[config.mk]
export PLATFORM = sky130hd
export DESIGN_NAME = unordered_set_table_core_flat
export DESIGN_NICKNAME = d
export VERILOG_FILES = /design/src/rtl/usc_pkg.sv /design/src/rtl/usc_cmd_if.sv /design/src/rtl/usc_res_if.sv /design/src/rtl/usc_cell.sv /design/src/rtl/usc_ctrl.sv /design/src/rtl/unordered_set_table_core.sv /design/src/flat_wrapper.sv
export VERILOG_INCLUDE_DIRS = /design/src /design/src/rtl
export SDC_FILE = /design/constraint.sdc
export NUM_CORES = 1
export LEC_CHECK = 0
export ABC_AREA = 1
export BUFFER_PORTS_ARGS = -buffer_cell sky130_fd_sc_hd__buf_4
export CORE_MARGIN = 2
export CORE_UTILIZATION = 35
export DETAILED_ROUTE_END_ITERATION = 6
export PLACE_DENSITY_LB_ADDON = 0.05
export SLEW_MARGIN = 10
export SYNTH_ARGS = -nofsm -noshare
export SYNTH_HDL_FRONTEND = slang
export SYNTH_SLANG_ARGS = --single-unit
[constraint.sdc]
create_clock -name clk -period 35.3 [get_ports clk]
set_clock_uncertainty 0.05 [all_clocks]
set_input_delay 8.825 -clock clk [delete_from_list [all_inputs] [get_ports clk]]
set_output_delay 8.825 -clock clk [all_outputs]
set_load 0.02 [all_outputs]
[src/rtl/unordered_set_table_core_macros.svh]
// assertion helpers used by rtl/usc_ctrl.sv
// every macro samples on clk and is disabled while arst_n is low
`ifndef UNORDERED_SET_TABLE_CORE_MACROS_SVH
`define UNORDERED_SET_TABLE_CORE_MACROS_SVH

// same-cycle implication
`define USC_ASSERT_IMP(label, ante, cons) \
	label: assert property (@(posedge clk) disable iff (!arst_n) (ante) |-> (cons)) \
		else $error("usc assertion failed");

// next-cycle implication
`define USC_ASSERT_NXT(label, ante, cons) \
	label: assert property (@(posedge clk) disable iff (!arst_n) (ante) |=> (cons)) \
		else $error("usc assertion failed");

`endif

[src/rtl/usc_pkg.sv]
`default_nettype none
package usc_pkg;

	// field widths of the command and result beats
	localparam int CMD_W   = 2;
	localparam int VALUE_W = 32;
	localparam int POS_W   = 6;
	localparam int CNT_W   = 7;
	localparam int ST_W    = 2;

	// command codes (code 3 behaves as a lookup)
	localparam logic [CMD_W-1:0] CMD_INSERT = 2'd0;
	localparam logic [CMD_W-1:0] CMD_DELETE = 2'd1;
	localparam logic [CMD_W-1:0] CMD_LOOKUP = 2'd2;

	// result status codes
	localparam logic [ST_W-1:0] ST_OK        = 2'd0;
	localparam logic [ST_W-1:0] ST_FULL      = 2'd1;
	localparam logic [ST_W-1:0] ST_NOT_FOUND = 2'd2;
	localparam logic [ST_W-1:0] ST_DUPLICATE = 2'd3;

	// control of the cell ring from the sequencer
	typedef struct packed {
		logic               shift;
		logic [VALUE_W-1:0] tail;
	} usc_ring_t;

endpackage
`default_nettype wire

[src/rtl/usc_cmd_if.sv]
`default_nettype none
interface usc_cmd_if import usc_pkg::*; ();
	logic                      valid;
	logic                      ready;
	logic [CMD_W-1:0]          cmd;
	logic signed [VALUE_W-1:0] value;

	modport source (output valid, output cmd, output value, input ready);
	modport sink   (input valid, input cmd, input value, output ready);
endinterface
`default_nettype wire

[src/rtl/usc_res_if.sv]
`default_nettype none
interface usc_res_if import usc_pkg::*; ();
	logic             valid;
	logic             ready;
	logic             found;
	logic [POS_W-1:0] position;
	logic [CNT_W-1:0] element_count;
	logic [ST_W-1:0]  status;

	modport source (output valid, output found, output position, output element_count,
		output status, input ready);
	modport sink   (input valid, input found, input position, input element_count,
		input status, output ready);
endinterface
`default_nettype wire

[src/rtl/usc_cell.sv]
`default_nettype none
module usc_cell import usc_pkg::*; (
	input  logic               clk,
	input  logic               shift,
	input  logic [VALUE_W-1:0] din,
	output logic [VALUE_W-1:0] dout
);

	logic [VALUE_W-1:0] data_q;

	// one stored element, passed on to the neighbour while the ring turns
	always_ff @(posedge clk) begin
		if (shift) begin
			data_q <= din;
		end
	end

	assign dout = data_q;

endmodule
`default_nettype wire

[src/rtl/usc_ctrl.sv]
`default_nettype none
`include "unordered_set_table_core_macros.svh"
module usc_ctrl import usc_pkg::*; #(
	parameter int DEPTH = 64
) (
	input  logic               clk,
	input  logic               arst_n,
	usc_cmd_if.sink            req,
	usc_res_if.source          rsp,
	input  logic [VALUE_W-1:0] head,
	output usc_ring_t          ring
);

	localparam int IW = (DEPTH > 1) ? $clog2(DEPTH) : 1;
	localparam int CW = $clog2(DEPTH + 1);

	typedef enum logic [3:0] {
		S_IDLE = 4'b0001,
		S_SCAN = 4'b0010,
		S_FIX  = 4'b0100,
		S_DONE = 4'b1000
	} usc_state_t;

	usc_state_t         state_q;
	logic [IW-1:0]      step_q;
	logic [CW-1:0]      count_q;
	logic [CMD_W-1:0]   cmd_q;
	logic [VALUE_W-1:0] value_q;
	logic               hit_q;
	logic [IW-1:0]      idx_q;
	logic [VALUE_W-1:0] last_q;

	logic               rsp_valid_q;
	logic               found_q;
	logic [POS_W-1:0]   position_q;
	logic [CNT_W-1:0]   element_count_q;
	logic [ST_W-1:0]    status_q;

	logic          accept;
	logic [CW-1:0] step_ext;
	logic          in_use;
	logic          match;
	logic          hit_nxt;
	logic [IW-1:0] idx_nxt;
	logic          is_ins;
	logic          is_del;
	logic          last_step;
	logic          ins_wr;
	logic          fix_wr;
	logic          slot_free;
	logic          res_load;
	logic [IW-1:0] pos_nxt;
	logic [ST_W-1:0] st_nxt;
	logic [CW-1:0] count_nxt;

	assign accept    = req.valid && req.ready;
	assign req.ready = (state_q == S_IDLE);

	// compare at the head cell while the ring turns
	assign step_ext  = CW'(step_q);
	assign in_use    = step_ext < count_q;
	assign match     = (state_q == S_SCAN) && in_use && (head == value_q);
	assign hit_nxt   = hit_q || match;
	assign idx_nxt   = hit_q ? idx_q : step_q;
	assign is_ins    = (cmd_q == CMD_INSERT);
	assign is_del    = (cmd_q == CMD_DELETE);
	assign last_step = (step_q == IW'(DEPTH - 1));

	// insert lands in the first free slot, delete refills the hole with the last element
	assign ins_wr = (state_q == S_SCAN) && is_ins && !hit_q && (step_ext == count_q);
	assign fix_wr = (state_q == S_FIX) && (step_q == idx_q);

	assign ring.shift = (state_q == S_SCAN) || (state_q == S_FIX);
	assign ring.tail  = ins_wr ? value_q : (fix_wr ? last_q : head);

	// result decision once the scan is over
	always_comb begin
		pos_nxt   = '0;
		st_nxt    = ST_NOT_FOUND;
		count_nxt = count_q;
		priority if (is_ins) begin
			priority if (hit_q) begin
				pos_nxt = idx_q;
				st_nxt  = ST_DUPLICATE;
			end else if (count_q == CW'(DEPTH)) begin
				st_nxt = ST_FULL;
			end else begin
				pos_nxt   = IW'(count_q);
				st_nxt    = ST_OK;
				count_nxt = count_q + CW'(1);
			end
		end else if (is_del) begin
			if (hit_q) begin
				pos_nxt   = idx_q;
				st_nxt    = ST_OK;
				count_nxt = count_q - CW'(1);
			end
		end else begin
			if (hit_q) begin
				pos_nxt = idx_q;
				st_nxt  = ST_OK;
			end
		end
	end

	assign slot_free = !rsp_valid_q || rsp.ready;
	assign res_load  = (state_q == S_DONE) && slot_free;

	// sequencer
	always_ff @(posedge clk or negedge arst_n) begin
		if (!arst_n) begin
			state_q <= S_IDLE;
			step_q  <= '0;
			count_q <= '0;
			hit_q   <= 1'b0;
		end else begin
			unique case (state_q)
				S_IDLE: begin
					if (accept) begin
						state_q <= S_SCAN;
						step_q  <= '0;
						hit_q   <= 1'b0;
					end
				end
				S_SCAN: begin
					hit_q  <= hit_nxt;
					step_q <= step_q + IW'(1);
					if (last_step) begin
						step_q  <= '0;
						state_q <= (is_del && hit_nxt) ? S_FIX : S_DONE;
					end
				end
				S_FIX: begin
					step_q <= step_q + IW'(1);
					if (last_step) begin
						step_q  <= '0;
						state_q <= S_DONE;
					end
				end
				S_DONE: begin
					if (slot_free) begin
						count_q <= count_nxt;
						state_q <= S_IDLE;
					end
				end
				default: begin
					state_q <= S_IDLE;
				end
			endcase
		end
	end

	// command capture, match index and last element
	always_ff @(posedge clk) begin
		if (accept) begin
			cmd_q   <= req.cmd;
			value_q <= req.value;
		end
		if (match && !hit_q) begin
			idx_q <= idx_nxt;
		end
		if ((state_q == S_SCAN) && (count_q != '0) && (step_ext == count_q - CW'(1))) begin
			last_q <= head;
		end
	end

	// result register
	always_ff @(posedge clk or negedge arst_n) begin
		if (!arst_n) begin
			rsp_valid_q <= 1'b0;
		end else if (res_load) begin
			rsp_valid_q <= 1'b1;
		end else if (rsp.ready) begin
			rsp_valid_q <= 1'b0;
		end
	end

	always_ff @(posedge clk) begin
		if (res_load) begin
			found_q         <= hit_q;
			position_q      <= POS_W'(pos_nxt);
			element_count_q <= CNT_W'(count_nxt);
			status_q        <= st_nxt;
		end
	end

	assign rsp.valid         = rsp_valid_q;
	assign rsp.found         = found_q;
	assign rsp.position      = position_q;
	assign rsp.element_count = element_count_q;
	assign rsp.status        = status_q;

	// checks
	`USC_ASSERT_IMP(a_count_max, 1'b1, count_q <= CW'(DEPTH))
	`USC_ASSERT_NXT(a_count_hold, !res_load, $stable(count_q))
	`USC_ASSERT_NXT(a_accept_scan, accept, state_q == S_SCAN)
	`USC_ASSERT_IMP(a_full_only_when_full, res_load && (st_nxt == ST_FULL),
		count_q == CW'(DEPTH))
	`USC_ASSERT_IMP(a_fix_needs_hit, state_q == S_FIX, hit_q && is_del)

endmodule
`default_nettype wire

[src/rtl/unordered_set_table_core.sv]
// channel  | modport | beat contents
// req      | sink    | cmd, value
// rsp      | source  | found, position, element_count, status
//
// a command turns the ring once in S_SCAN and ends in S_DONE; a delete that hits adds S_FIX between them
// the cells form a ring that turns one element per cycle past the compare at cell 0
// a delete that hits turns the ring a second time to drop the last element into the hole
// reset clears the element count; cell contents stay undefined until written
// a new command is taken while a result still waits; it completes once rsp takes that beat
`default_nettype none
module unordered_set_table_core import usc_pkg::*; #(
	parameter int DEPTH = 64
) (
	input  logic      clk,
	input  logic      arst_n,
	usc_cmd_if.sink   req,
	usc_res_if.source rsp
);

	usc_ring_t          ring;
	logic [VALUE_W-1:0] cell_data [DEPTH];

	// ring of element cells, cell 0 feeds the compare and the tail cell
	genvar i;
	generate
		for (i = 0; i < DEPTH; i++) begin : g_cell
			if (i == DEPTH - 1) begin : g_tail
				usc_cell u_cell (
					.clk   (clk),
					.shift (ring.shift),
					.din   (ring.tail),
					.dout  (cell_data[i])
				);
			end else begin : g_body
				usc_cell u_cell (
					.clk   (clk),
					.shift (ring.shift),
					.din   (cell_data[i+1]),
					.dout  (cell_data[i])
				);
			end
		end
	endgenerate

	// sequencer, count and result register
	usc_ctrl #(
		.DEPTH (DEPTH)
	) u_ctrl (
		.clk    (clk),
		.arst_n (arst_n),
		.req    (req),
		.rsp    (rsp),
		.head   (cell_data[0]),
		.ring   (ring)
	);

endmodule
`default_nettype wire
[src/flat_wrapper.sv]
// flat-port wrapper written by rule: the top's interface ports become plain ports
module unordered_set_table_core_flat import usc_pkg::*;
#(
	parameter int DEPTH = 64
)
  (clk, arst_n, req_valid, req_cmd, req_value, req_ready, rsp_valid, rsp_found, rsp_position, rsp_element_count, rsp_status, rsp_ready);
  usc_cmd_if req_i ();
  usc_res_if rsp_i ();
  input  logic clk;
  input  logic arst_n;
  input wire logic [$bits(req_i.valid)-1:0] req_valid;
  input wire logic [$bits(req_i.cmd)-1:0] req_cmd;
  input wire logic [$bits(req_i.value)-1:0] req_value;
  output wire logic [$bits(req_i.ready)-1:0] req_ready;
  output wire logic [$bits(rsp_i.valid)-1:0] rsp_valid;
  output wire logic [$bits(rsp_i.found)-1:0] rsp_found;
  output wire logic [$bits(rsp_i.position)-1:0] rsp_position;
  output wire logic [$bits(rsp_i.element_count)-1:0] rsp_element_count;
  output wire logic [$bits(rsp_i.status)-1:0] rsp_status;
  input wire logic [$bits(rsp_i.ready)-1:0] rsp_ready;
  assign req_i.valid = req_valid;
  assign req_i.cmd = req_cmd;
  assign req_i.value = req_value;
  assign req_ready = req_i.ready;
  assign rsp_valid = rsp_i.valid;
  assign rsp_found = rsp_i.found;
  assign rsp_position = rsp_i.position;
  assign rsp_element_count = rsp_i.element_count;
  assign rsp_status = rsp_i.status;
  assign rsp_i.ready = rsp_ready;
  unordered_set_table_core #(.DEPTH(DEPTH)) u_core (.clk(clk), .arst_n(arst_n), .req(req_i), .rsp(rsp_i));
endmodule
Word level (Yosys, flattened, before mapping)
Cells that the tools add are included.

Bits in registers: 2155. Input bits: 38. Output and inout bits: 18. Word-level logic and storage cells: 153.

Add/subtract/negate cells: 3. $lt $le $gt $ge: 1. Equal/unequal tests: 15. Multiplexer cells: 28. Bitwise gates (word level): 1. Reductions and logical operators: 28.

Operators by type and width (number): $mux 32 (2); $mux 6 (6); $mux 7 (5); $eq 32x32->1 (1); $mux 4 (5); $pmux 4 s4 (1); $eq 6x7->1 (2); $logic_and 1x1->1 (12); $pmux 6 s2 (1); $reduce_and 2->1 (4); $add 7x1->7 const B (1); $eq 7x7->1 const B (1); $lt 6x7->1 (1); $reduce_bool 7->1 (1); $sub 7x1->7 const B (1); $add 6x1->6 const B (1); $eq 6x6->1 (1); $eq 6x6->1 const B (1); $mux 2 (3); $ne 2x2->1 const B (3); $reduce_bool 2->1 (3); $eq 4x1->1 const B (1); $eq 4x2->1 const B (1); $eq 4x3->1 const B (1); other kinds (11) (17).

Longest topological paths before layout
Word-level depth: 8. Mapped depth: 14. Mapped depth without buffers: 14.

Hierarchy
A second synthesis with hierarchy kept.

Cells, all modules: 2764. Area, all modules: 67607.3 um^2.

By module, submodules not included: usc_cell (instances 64, cells an instance 32, area an instance 960.9 um^2, sequential area each 960.9 um^2); usc_ctrl (instances 1, cells an instance 716, area an instance 6108.4 um^2, sequential area each 3119.2 um^2).

Worst setup path before layout
OpenSTA, ideal clock, no wires.

Kind: flip-flop to flip-flop. From: register u_core.u_ctrl.state_q[2]. To: register u_core.u_ctrl.cmd_q[0] (enable). Library setup time: 2.806 ns. Arrival time: 33.914 ns. Required time: 32.444 ns. Slack: -1.470 ns. Cell stages (with the launch flop): 7. Buffers on the path: 0. Period minus slack after synthesis: 36.770 ns. Path through: dfrtp_1 nor2_1 nand2_1 nor2_1 nor2_1 inv_2 nor2_1.

Word-level cells in the longest chain between the ends: 2.

Ends and longest elaborated chain: start: declaration (line usc_ctrl.sv:24) `usc_state_t state_q;`; start signal: assignment (line usc_ctrl.sv:130) `state_q <= (is_del && hit_nxt) ? S_FIX : S_DONE;`; $eq 4x1->1 (line usc_ctrl.sv:57) `assign req.ready = (state_q == S_IDLE);`; $logic_and 1x1->1 (line usc_ctrl.sv:56) `assign accept = req.valid && req.ready;`; named net u_core.u_ctrl.accept (line usc_ctrl.sv:39) `logic accept;`; end signal: assignment (line usc_ctrl.sv:156) `cmd_q <= req.cmd;`; end: declaration (line usc_ctrl.sv:27) `logic [CMD_W-1:0] cmd_q;`.

The timed path passes the listed nets, and every way through them passes these cells. A chain may end at the register's enable or synchronous reset.

Worst setup path after layout
From: register u_core.u_ctrl.state_q[2]. To: output req_ready.

Word-level cells in the longest chain between the ends: 1.

Ends and longest elaborated chain: $eq 4x1->1 (line usc_ctrl.sv:57); end: declaration (line flat_wrapper.sv:14) `output wire logic [$bits(req_i.ready)-1:0] req_ready;`.

No other way between the ends.

==> qor.yml <==
status:
  status: "complete, no violations"
sta:
  slew_headroom_pct: 25.65
  rsz0062_at_grt: "false"
  setup_violations: 0
  hold_slack_ns: 0.3543
  drv_slew: 0
  period_share_pct: 30.17
  finalCriticalPeriod_ns: 10.65
  hold_viol: 0
  worst_slew_pin_slew_ns: 1.115
  fmax_mhz: 93.91
  fin_tns_setup_ns: 0
placement:
  place_area_um2: 71010
  numPortBuffers: 55
  gp_congestion: 0.7215
  hpwlAfterDp_um: 47750
final_layout:
  regArea_um2: 64620
  fin_area_um2: 77920
  multiInputGateArea_um2: 2113
  utilization_pct: 40.88
  drive_above_1_share_pct: 12.34
  fillCellCount: 16566
  num-nets-final: 3033
  area_growth_pct: 15.82
yosys:
  synthArstFlopShare_pct: 0.8817
  syn_nets: 2753
  ys_dominant_reg_cell: "edfxtp_1"
  synth_top_family_by_area: "simple AND/OR/NAND/NOR gates"
  synth.mux.area_fraction_pct: 0
  synth.distinct_cells: 31
  synthCells: 2704
  synthAdderAreaFrac_pct: 0.2046
  synth.ff_latch_count: 2155
  yosys_warnings: 0
  syn_avg_cell_area_um2: 24.88
  synth_compound_area_share_pct: 0.6751
  synth-edff-count: 2136
  synthXorXnorAreaFrac_pct: 0.5208
  syn_area_um2: 67270
  synth-seq-area-share_pct: 96.05
  yosys.area_share.simple_pct: 1.692
clock_network:
  clkSlewWorstSetupHoldPaths_ns: 0.06
  insertion_delay_ns: 0.81
  cts_repair_resize_count: 0
  cts_buffers: 223
  cts-root-buf: "clkbuf_16"
  cts_setup_buffers: 0
  htreeDepth: 4
  postCtsHoldBufs: 0
  cts_sinks: 2155
  clock_path_buffers: 3
  cts_tree: "done"
worst_setup_path:
  criticalPathCategory: "reg -> out"
  critPathCapture: "req_ready"
  worstPathRequired_ns: 26.42
  ff2ff_path_depth: 9
  reg2reg_setup_slack_ns: 28.99
  worstSetupStartpointType: "flip-flop"
  cp_data_arrival_time_ns: 1.77
  end_kind: "output pin"
  startpoint: "u_core.u_ctrl.state_q[2]$_DFFE_PN0P_"
  crit_path_max_fanout: 3
  r2r-end: "u_core.g_cell[59].g_body.u_cell.dout[9]$_DFFE_PP_"
  r2r_start: "u_core.u_ctrl.state_q[2]$_DFFE_PN0P_"
floorplanning:
  core.rowCount: 160
  ios: 56
  core_area_um2: 190600
  dieArea_um2: 195700
  die_w_um: 442.4
  initial_core_util_pct: 35.30
  fp.dieH_um: 442.4
global_route:
  grt_max_degree: 219
  antenna_found_initial: 11
  grt_pass1_vias: 24884
  gr-total-overflow: 0
  grt_pass1_wl_um: 152300
  track_usage_pct: 10.03
detailed_routing:
  first_iter_violations: 2498
  avgViaCountPerCell: 4.329
  vias: 24567
  routed_wl_um: 100000
  antenna_left: 0
  wire_per_inst_um: 17.63
  drcViolationCount: 0
  firstDrtPassIters: 7
flow_run:
  max_cap_viol_count: 0
power_and_ir_drop:
  leakagePower_nw: 23.70
  finalPower_w: 0.006813
  power.density_nw_per_um2: 87.44
  ir_drop_uv: 52.93
worst_hold_path:
  hold_path_class: "reg -> reg"
## worst max-delay path: stages (launching register included)
cell,delay (ns)
dfrtp_1,0.40
nor2_1,0.18
nand3_1,0.15
inv_1,0.09
buf_4,0.14
## Yosys cell counts (12+ instances only)
master,number,area [um^2]
inv_1,121,454.2
nor2_1,41,153.9
a21oi_1,16,80.08
xnor2_1,20,175.2
nand3_1,85,425.4
nand2_1,121,454.2
clkbuf_1,12,45.04
xor2_1,20,175.2
edfxtp_1,2136,64140
dfrtp_1,18,450.4
o21ai_0,14,70.07
o21ai_1,47,235.2
## how the worst min path moves through the flow
stage	cells past startpoint	to	start	slack, ns
floorplan	0	u_core.g_cell[0].g_body.u_cell.dout[0]$_DFFE_PP_	u_core.g_cell[1].g_body.u_cell.dout[0]$_DFFE_PP_	0.35
detailed placement	0	u_core.g_cell[11].g_body.u_cell.dout[5]$_DFFE_PP_	u_core.g_cell[12].g_body.u_cell.dout[5]$_DFFE_PP_	0.35
CTS	0	u_core.g_cell[26].g_body.u_cell.dout[9]$_DFFE_PP_	u_core.g_cell[27].g_body.u_cell.dout[9]$_DFFE_PP_	0.35
global placement	0	u_core.g_cell[31].g_body.u_cell.dout[9]$_DFFE_PP_	u_core.g_cell[32].g_body.u_cell.dout[9]$_DFFE_PP_	0.35
global route	0	u_core.g_cell[48].g_body.u_cell.dout[3]$_DFFE_PP_	u_core.g_cell[49].g_body.u_cell.dout[3]$_DFFE_PP_	0.36
finish	0	u_core.g_cell[26].g_body.u_cell.dout[9]$_DFFE_PP_	u_core.g_cell[27].g_body.u_cell.dout[9]$_DFFE_PP_	0.35
## registers in the layout, summed over array words and instances, names as in the netlist
register                          cells
u_core.u_ctrl.step_q                  6
u_core.u_ctrl.rsp.status              2
u_core.u_ctrl.rsp.position            6
u_core.u_ctrl.hit_q                   1
u_core.u_ctrl.state_q                 4
u_core.g_cell.g_body.u_cell.dout   2016
u_core.u_ctrl.rsp.element_count       7
u_core.u_ctrl.idx_q                   6
u_core.u_ctrl.rsp.valid               1
u_core.u_ctrl.last_q                 32
u_core.u_ctrl.value_q                32
u_core.u_ctrl.rsp.found               1
u_core.g_cell.g_tail.u_cell.dout     32
u_core.u_ctrl.cmd_q                   2
u_core.u_ctrl.count_q                 7
## cells by family (layout without fill, tap and decap cells)
logic type / count (synthesis) / count (layout)
flops: 2155 / 2155
simple gates: 262 / 262
buf+inv: 150 / 607
compound gates: 86 / 86
xor+xnor: 40 / 40
fa+ha+maj: 11 / 11
other cells: 0 / 3
## metrics by stage
stage / std cells / worst slack, ns
6_report: 5675 / 24.65
5_1_grt: 5674 / 24.51
4_1_cts: 5672 / 24.56
3_5_place_dp: 5270 / 24.69
3_3_place_gp: 5270 / 24.76
2_1_floorplan: 2704 / 12.83
## power breakdown
group	switching, W	total, W	leakage (nW)	internal [W]
combinational	0.000547	0.000621	2.22	0.0000734
sequential	0.000190	0.00397	18.1	0.00378
clock	0.000932	0.00222	3.37	0.00129
total	0.00167	0.00681	23.7	0.00514
## cells in the final DEF (no fill, tap or decap), types with 2 or more instances in the layout
master      count
clkbuf_1       50
clkinv_1       54
o31ai_1         2
nand3_1        84
inv_2           6
nand4_1         5
clkinv_2       40
o22ai_1         2
a21oi_1        16
nor2_4          2
inv_16          2
o21ai_1        47
buf_4          72
nor4_1          2
nor2_1         39
ha_1           11
xnor2_1        20
o21ai_0        14
edfxtp_1     2136
inv_6           5
xor2_1         20
clkinvlp_4      6
clkinv_4        2
diode_2         3
clkbuf_16     226
bufinv_16      17
inv_1         121
dfrtp_1        18
nand2_1       121
buf_12          5
nor3_1          2
## metal layers
metal / wire (um) / vias to the layer above / global-route usage [%]
met5: 18 / - / 0
met4: 3201 / 2 / 4.311
met3: 4356 / 242 / 2.583
met2: 42510 / 420 / 13.99
met1: 49950 / 12760 / 14.79
li1: - / 11143 / -
## cell type report
type | instances | area share [%]
Antenna cell | 3 | 0.009635
Clock buffer | 276 | 7.499
Clock inverter | 126 | 1.355
Inverter | 128 | 0.6375
Multi-Input combinational cell | 399 | 2.712
Sequential cell | 2155 | 82.93
Tap cell | 2511 | 4.032
Timing Repair Buffer | 77 | 0.8222
(Power assumes the default switching activity.)
